===== src/hw/rtl/wps_pkg.sv =====
package wps_pkg;

    localparam int COORD_W     = 24;
    localparam int YAW_W       = 16;
    localparam int MARGIN_XY_W = 23;
    localparam int MARGIN_YAW_W = 15;
    localparam int WAIT_W      = 7;

    localparam int CFG_IDX_W  = 2;
    localparam int CFG_DATA_W = 23;

    localparam logic [CFG_IDX_W-1:0] CFG_MARGIN_X   = 2'd0;
    localparam logic [CFG_IDX_W-1:0] CFG_MARGIN_Y   = 2'd1;
    localparam logic [CFG_IDX_W-1:0] CFG_MARGIN_YAW = 2'd2;
    localparam logic [CFG_IDX_W-1:0] CFG_GOAL_YAW   = 2'd3;

    localparam logic [MARGIN_XY_W-1:0]  MARGIN_X_RESET   = 23'd50;
    localparam logic [MARGIN_XY_W-1:0]  MARGIN_Y_RESET   = 23'd50;
    localparam logic [MARGIN_YAW_W-1:0] MARGIN_YAW_RESET = 15'd182;

    localparam logic MODE_LOAD = 1'b0;
    localparam logic MODE_POSE = 1'b1;

    // CORDIC datapath: differences are 25 bits, scaled by 16 and grown by the gain.
    localparam int DIFF_W           = 25;
    localparam int CORDIC_W         = 32;
    localparam int ANGLE_ACC_W      = 20;
    localparam int CORDIC_MAX_STEPS = 24;
    localparam int STEP_W           = 5;

    typedef struct packed {
        logic                    mode;
        logic signed [COORD_W-1:0] point_x;
        logic signed [COORD_W-1:0] point_y;
        logic signed [COORD_W-1:0] pose_x;
        logic signed [COORD_W-1:0] pose_y;
        logic signed [YAW_W-1:0]   pose_yaw;
    } wps_in_t;

    typedef struct packed {
        logic                      reached;
        logic                      stop_robot;
        logic                      new_target;
        logic signed [COORD_W-1:0] target_x;
        logic signed [COORD_W-1:0] target_y;
        logic signed [YAW_W-1:0]   target_yaw;
        logic                      load_refused;
        logic [WAIT_W-1:0]         points_waiting;
    } wps_out_t;

    typedef struct packed {
        logic capture;
        logic rd_en;
        logic rd_next;
        logic latch_first;
        logic cordic_init;
        logic cordic_step;
        logic commit;
    } wps_cmd_t;

    typedef struct packed {
        logic is_pose;
        logic reached;
        logic avail1;
        logic avail2;
        logic cordic_last;
    } wps_status_t;

    // Arctangent of 2^-i in 1/16 binary-angle units.
    function automatic logic [17:0] atan_entry(input logic [STEP_W-1:0] idx);
        logic [17:0] val;
        begin
            case (idx)
                5'd0:    val = 18'd131072;
                5'd1:    val = 18'd77376;
                5'd2:    val = 18'd40884;
                5'd3:    val = 18'd20753;
                5'd4:    val = 18'd10417;
                5'd5:    val = 18'd5213;
                5'd6:    val = 18'd2607;
                5'd7:    val = 18'd1304;
                5'd8:    val = 18'd652;
                5'd9:    val = 18'd326;
                5'd10:   val = 18'd163;
                5'd11:   val = 18'd81;
                5'd12:   val = 18'd41;
                5'd13:   val = 18'd20;
                5'd14:   val = 18'd10;
                5'd15:   val = 18'd5;
                5'd16:   val = 18'd3;
                5'd17:   val = 18'd1;
                5'd18:   val = 18'd1;
                default: val = 18'd0;
            endcase
            return val;
        end
    endfunction

endpackage


===== src/hw/rtl/wps_ctrl.sv =====
module wps_ctrl (
    input  logic                  aclk,
    input  logic                  aresetn,
    input  logic                  s_valid,
    output logic                  s_ready,
    output logic                  m_valid,
    input  logic                  m_ready,
    input  wps_pkg::wps_status_t  status,
    output wps_pkg::wps_cmd_t     cmd
);

    typedef enum logic [2:0] {
        ST_IDLE,
        ST_DECODE,
        ST_RD_FIRST,
        ST_RD_SECOND,
        ST_CORDIC_INIT,
        ST_ITER,
        ST_FINISH
    } state_t;

    state_t state_reg, state_next;
    logic   m_valid_reg, m_valid_next;
    logic   out_free;

    assign out_free = !m_valid_reg || m_ready;

    always_comb begin
        state_next = state_reg;
        unique case (state_reg)
            ST_IDLE: begin
                if (s_valid) begin
                    state_next = ST_DECODE;
                end
            end
            ST_DECODE: begin
                if (status.is_pose && status.reached && status.avail1) begin
                    state_next = ST_RD_FIRST;
                end else begin
                    state_next = ST_FINISH;
                end
            end
            ST_RD_FIRST: begin
                state_next = ST_RD_SECOND;
            end
            ST_RD_SECOND: begin
                state_next = status.avail2 ? ST_CORDIC_INIT : ST_FINISH;
            end
            ST_CORDIC_INIT: begin
                state_next = ST_ITER;
            end
            ST_ITER: begin
                if (status.cordic_last) begin
                    state_next = ST_FINISH;
                end
            end
            ST_FINISH: begin
                if (out_free) begin
                    state_next = ST_IDLE;
                end
            end
            default: begin
                state_next = ST_IDLE;
            end
        endcase
    end

    always_comb begin
        cmd.capture     = (state_reg == ST_IDLE) && s_valid;
        cmd.rd_en       = (state_reg == ST_RD_FIRST) || (state_reg == ST_RD_SECOND);
        cmd.rd_next     = (state_reg == ST_RD_SECOND);
        cmd.latch_first = (state_reg == ST_RD_SECOND);
        cmd.cordic_init = (state_reg == ST_CORDIC_INIT);
        cmd.cordic_step = (state_reg == ST_ITER);
        cmd.commit      = (state_reg == ST_FINISH) && out_free;
    end

    always_comb begin
        if (cmd.commit) begin
            m_valid_next = 1'b1;
        end else if (m_ready) begin
            m_valid_next = 1'b0;
        end else begin
            m_valid_next = m_valid_reg;
        end
    end

    always_ff @(posedge aclk) begin
        if (!aresetn) begin
            state_reg   <= ST_IDLE;
            m_valid_reg <= 1'b0;
        end else begin
            state_reg   <= state_next;
            m_valid_reg <= m_valid_next;
        end
    end

    assign s_ready = (state_reg == ST_IDLE);
    assign m_valid = m_valid_reg;

endmodule


===== config.mk =====
export PLATFORM = sky130hd
export DESIGN_NAME = wps_ctrl
export DESIGN_NICKNAME = d
export VERILOG_FILES = /design/src/hw/rtl/wps_pkg.sv /design/src/hw/rtl/wps_ctrl.sv
export SDC_FILE = /design/constraint.sdc
export NUM_CORES = 1
export LEC_CHECK = 0
export ABC_CLOCK_PERIOD_IN_PS = 1590
export BUFFER_PORTS_ARGS = -buffer_cell sky130_fd_sc_hd__buf_2
export CORE_AREA = 4 4 41 43
export CTS_CLUSTER_DIAMETER = 200
export CTS_CLUSTER_SIZE = 20
export DETAILED_ROUTE_END_ITERATION = 8
export DIE_AREA = 0 0 45 47
export GPL_TIMING_DRIVEN = 0
export PLACE_DENSITY = 0.51
export SLEW_MARGIN = 20
export SYNTH_ARGS = -nofsm -noshare
export SYNTH_HDL_FRONTEND = slang
export SYNTH_SLANG_ARGS = --single-unit

===== constraint.sdc =====
create_clock -name aclk -period 1.59 [get_ports aclk]
set_clock_uncertainty 0.1 [all_clocks]
set_input_delay 0.0795 -clock aclk [delete_from_list [all_inputs] [get_ports aclk]]
set_output_delay 0.0795 -clock aclk [all_outputs]
set_load 0.005 [all_outputs]

==> results.md <==
* Post-layout min period at about 1.4 ns
* Number of post-CTS setup repair buffers at 0
* Crit path launch type: flop
* # IOs at 18
* Crit-path max FO at 9
* GRT Resource Usage Total at 0.0607
* Final non-filler cell area at roughly 390 sq um
* Initial antenna violation count at 0
* Worst Hold Depth at 2
* Chip Height at 47 microns
* Cell Pwr Density at about 920 nW/um^2
* Root Driver: clkbuf_4
* Final period util at 0.882
* Number of global-route vias before repair at roughly 250
* Slew HR at 0.821
* Worst skew pair latency at approximately 0.23 ns
* Global route overflow at 0
* H-Tree Depth at 1
* Setup violators final at 0
* Inserted Diodes at 0
* Wirelength per Cell at 9.10 microns
* Area grow syn2layout at 48.8%
* Worst Hold End: m_valid
* Num Clock Sinks at 4
* Status: finished clean
* DP Area at approximately 360 sq um
* First-pass GRT wire length at between 800 and 900 microns
* Nets at between 60 and 70
* Type of destination of the critical path: primary output
* Cts repair resizes at 0
* RSZ-0062 raised after global routing: false
* Cells after Synth at 33
* DRT Pass-1 Iters at 1
* Reg2Reg Launch Point: state_reg[2]
* GP Congestion at roughly 0.68
* Mean Syn Cell Area at roughly 7.8 sq um
* Die area at ~2100 sq um
* Max Slew Vio Count at 0
* R2r worst-path depth at 3
* Vias per cell at between 4 and 5
* R2R setup slack at about 0.54 ns
* Crit path arrival time at 1.22 ns
* Peak supply drop at roughly 0.27 mV
* Max reg flops at 3
* Distinct cells, synth at 20
* Register area at between 80 and 90 sq um
* Tightest Hold Check Type: in2reg
* Fin. Hold Viols at 0
* Largest net degree at the start of global routing at 11
* R2r endpoint: state_reg[1]
* CTS max path bufs at 2
* Synthesized Nets at 42
* DRC at 0
* Hold_buf cts at 0
* Max-Cap Viols at 0
* Critical path class: reg2out
* Drt total wl at 619 microns
* Fraction of layout cells with a size suffix above 1 at 0.491
* Core area at between 1000 and 1500 sq um
* Clock slew at reported path FFs at 0.04 ns
* Critical Path RT at between 1 and 1.5 ns
* Synth warn at 0
* Via count at around 280
* Post-synthesis sequential area ratio at 0.309
* Synth top area share at 0.309
* Synth top area cells: dfxtp_1 (31%), nor2_1 (7.2%), buf_4 (5.8%), nor3b_1 (5.8%), and2_1 (4.8%)
* Hold Crit Start: aresetn
* Setup TNS Final at 0 ns
* Post-Synthesis Cell Area at about 260 sq um
* Routed Antenna Nets at 0
* Post-detail-place hpwl at 524 microns
* Critical Path Source: state_reg[1]
* Die width at 45 microns
* Synth area leader: dfxtp_1
* Initial DRC Count at 0
* Max Freq at just over 0.7 GHz
* Leakage power at approximately 0.0002 uW
* Row Count at 13
* Fillers at between 150 and 200
* Area of the multi-input gates at around 150 sq um
* Seq cells post-synth at 4
* # port buffers at 17
* Starting Density at 0.199
* TritonCTS clock tree: yes
* Num CTS Buffers at 3
* Slew @ Worst Pin at between 0.2 and 0.3 ns
* Minimum hold slack at between 0.02 and 0.025 ns
-- metrics by stage --
step           instances  power [uW]  setup slack (ns)   util
3_5_place_dp          65         238             0.422  0.279
3_3_place_gp          65         238             0.430  0.279
6_report              68         355             0.188  0.296
5_1_grt               68         379             0.101  0.296
2_1_floorplan         33         193             0.494      -
4_1_cts               68         363             0.172  0.296
-- layer usage --
metal,global-route usage,share of wire
met5,0,0
met2,0.105,0.45
met4,0.0526,0
met3,0.0230,0.14
met1,0.0566,0.41
-- cell type report --
class	instances	area share
buffer	4	0.0649
clock buffer	3	0.0584
multi-input combinational	25	0.399
sequential	4	0.208
tap	15	0.0487
timing repair buffer	17	0.221
-- worst max-delay path: stages, from the launching register on --
cell	delay (ns)
dfxtp_1	0.28
buf_2	0.16
nor2b_1	0.14
and2_1	0.17
buf_4	0.12
buf_2	0.11
-- worst max path at each step --
stage,cells after the start,slack [ns],to
final,5,0.19,cmd[4]
after global routing,5,0.10,cmd[4]
after CTS,5,0.17,cmd[4]
after detailed placement,5,0.42,cmd[4]
after global placement,5,0.43,cmd[4]
after floorplan,4,0.49,cmd[4]
-- layout by cell type (no fill, tap or decap) --
| cell | synthesis | layout |
|---|---|---|
| nand2b_1 | 1 | 1 |
| nand2_1 | 1 | 1 |
| buf_2 | 2 | 19 |
| nor3b_1 | 2 | 2 |
| o211ai_1 | 1 | 1 |
| dfxtp_1 | 4 | 4 |
| a21oi_1 | 2 | 2 |
| nand3_1 | 1 | 1 |
| nand4b_1 | 1 | 1 |
| and2_1 | 2 | 2 |
| nor2_1 | 5 | 5 |
| buf_4 | 2 | 2 |
| o21ai_1 | 1 | 1 |
| o21a_1 | 1 | 1 |
| clkbuf_4 | 0 | 3 |
| nor3_1 | 1 | 1 |
| nor3_2 | 1 | 1 |
| nor2b_1 | 2 | 2 |
| o2111a_1 | 1 | 1 |
| nand2_2 | 1 | 1 |
| and3b_1 | 1 | 1 |
-- power by group --
group	switching, uW	leakage (uW)	internal [uW]
clock	36.0	0.0000138	84.1
sequential	11.8	0.0000329	113
combinational	52.4	0.000152	57.5
-- cells in the mapped netlist --
| master | number |
|---|---|
| dfxtp_1 | 4 |
| nand4b_1 | 1 |
| nand2_2 | 1 |
| buf_2 | 2 |
| nor2_1 | 5 |
| o2111a_1 | 1 |
| o21a_1 | 1 |
| a21oi_1 | 2 |
| nand2b_1 | 1 |
| nor3_2 | 1 |
| buf_4 | 2 |
| nor3b_1 | 2 |
| and2_1 | 2 |
| nand2_1 | 1 |
| nand3_1 | 1 |
| o21ai_1 | 1 |
| and3b_1 | 1 |
| nor2b_1 | 2 |
| o211ai_1 | 1 |
| nor3_1 | 1 |
-- cell families after synthesis --
group,Yosys count,synth area share
compound gates,6,0.159
flops,4,0.309
simple gates,19,0.435
buf+inv,4,0.0966
Power figures use the tool's default switching activity.
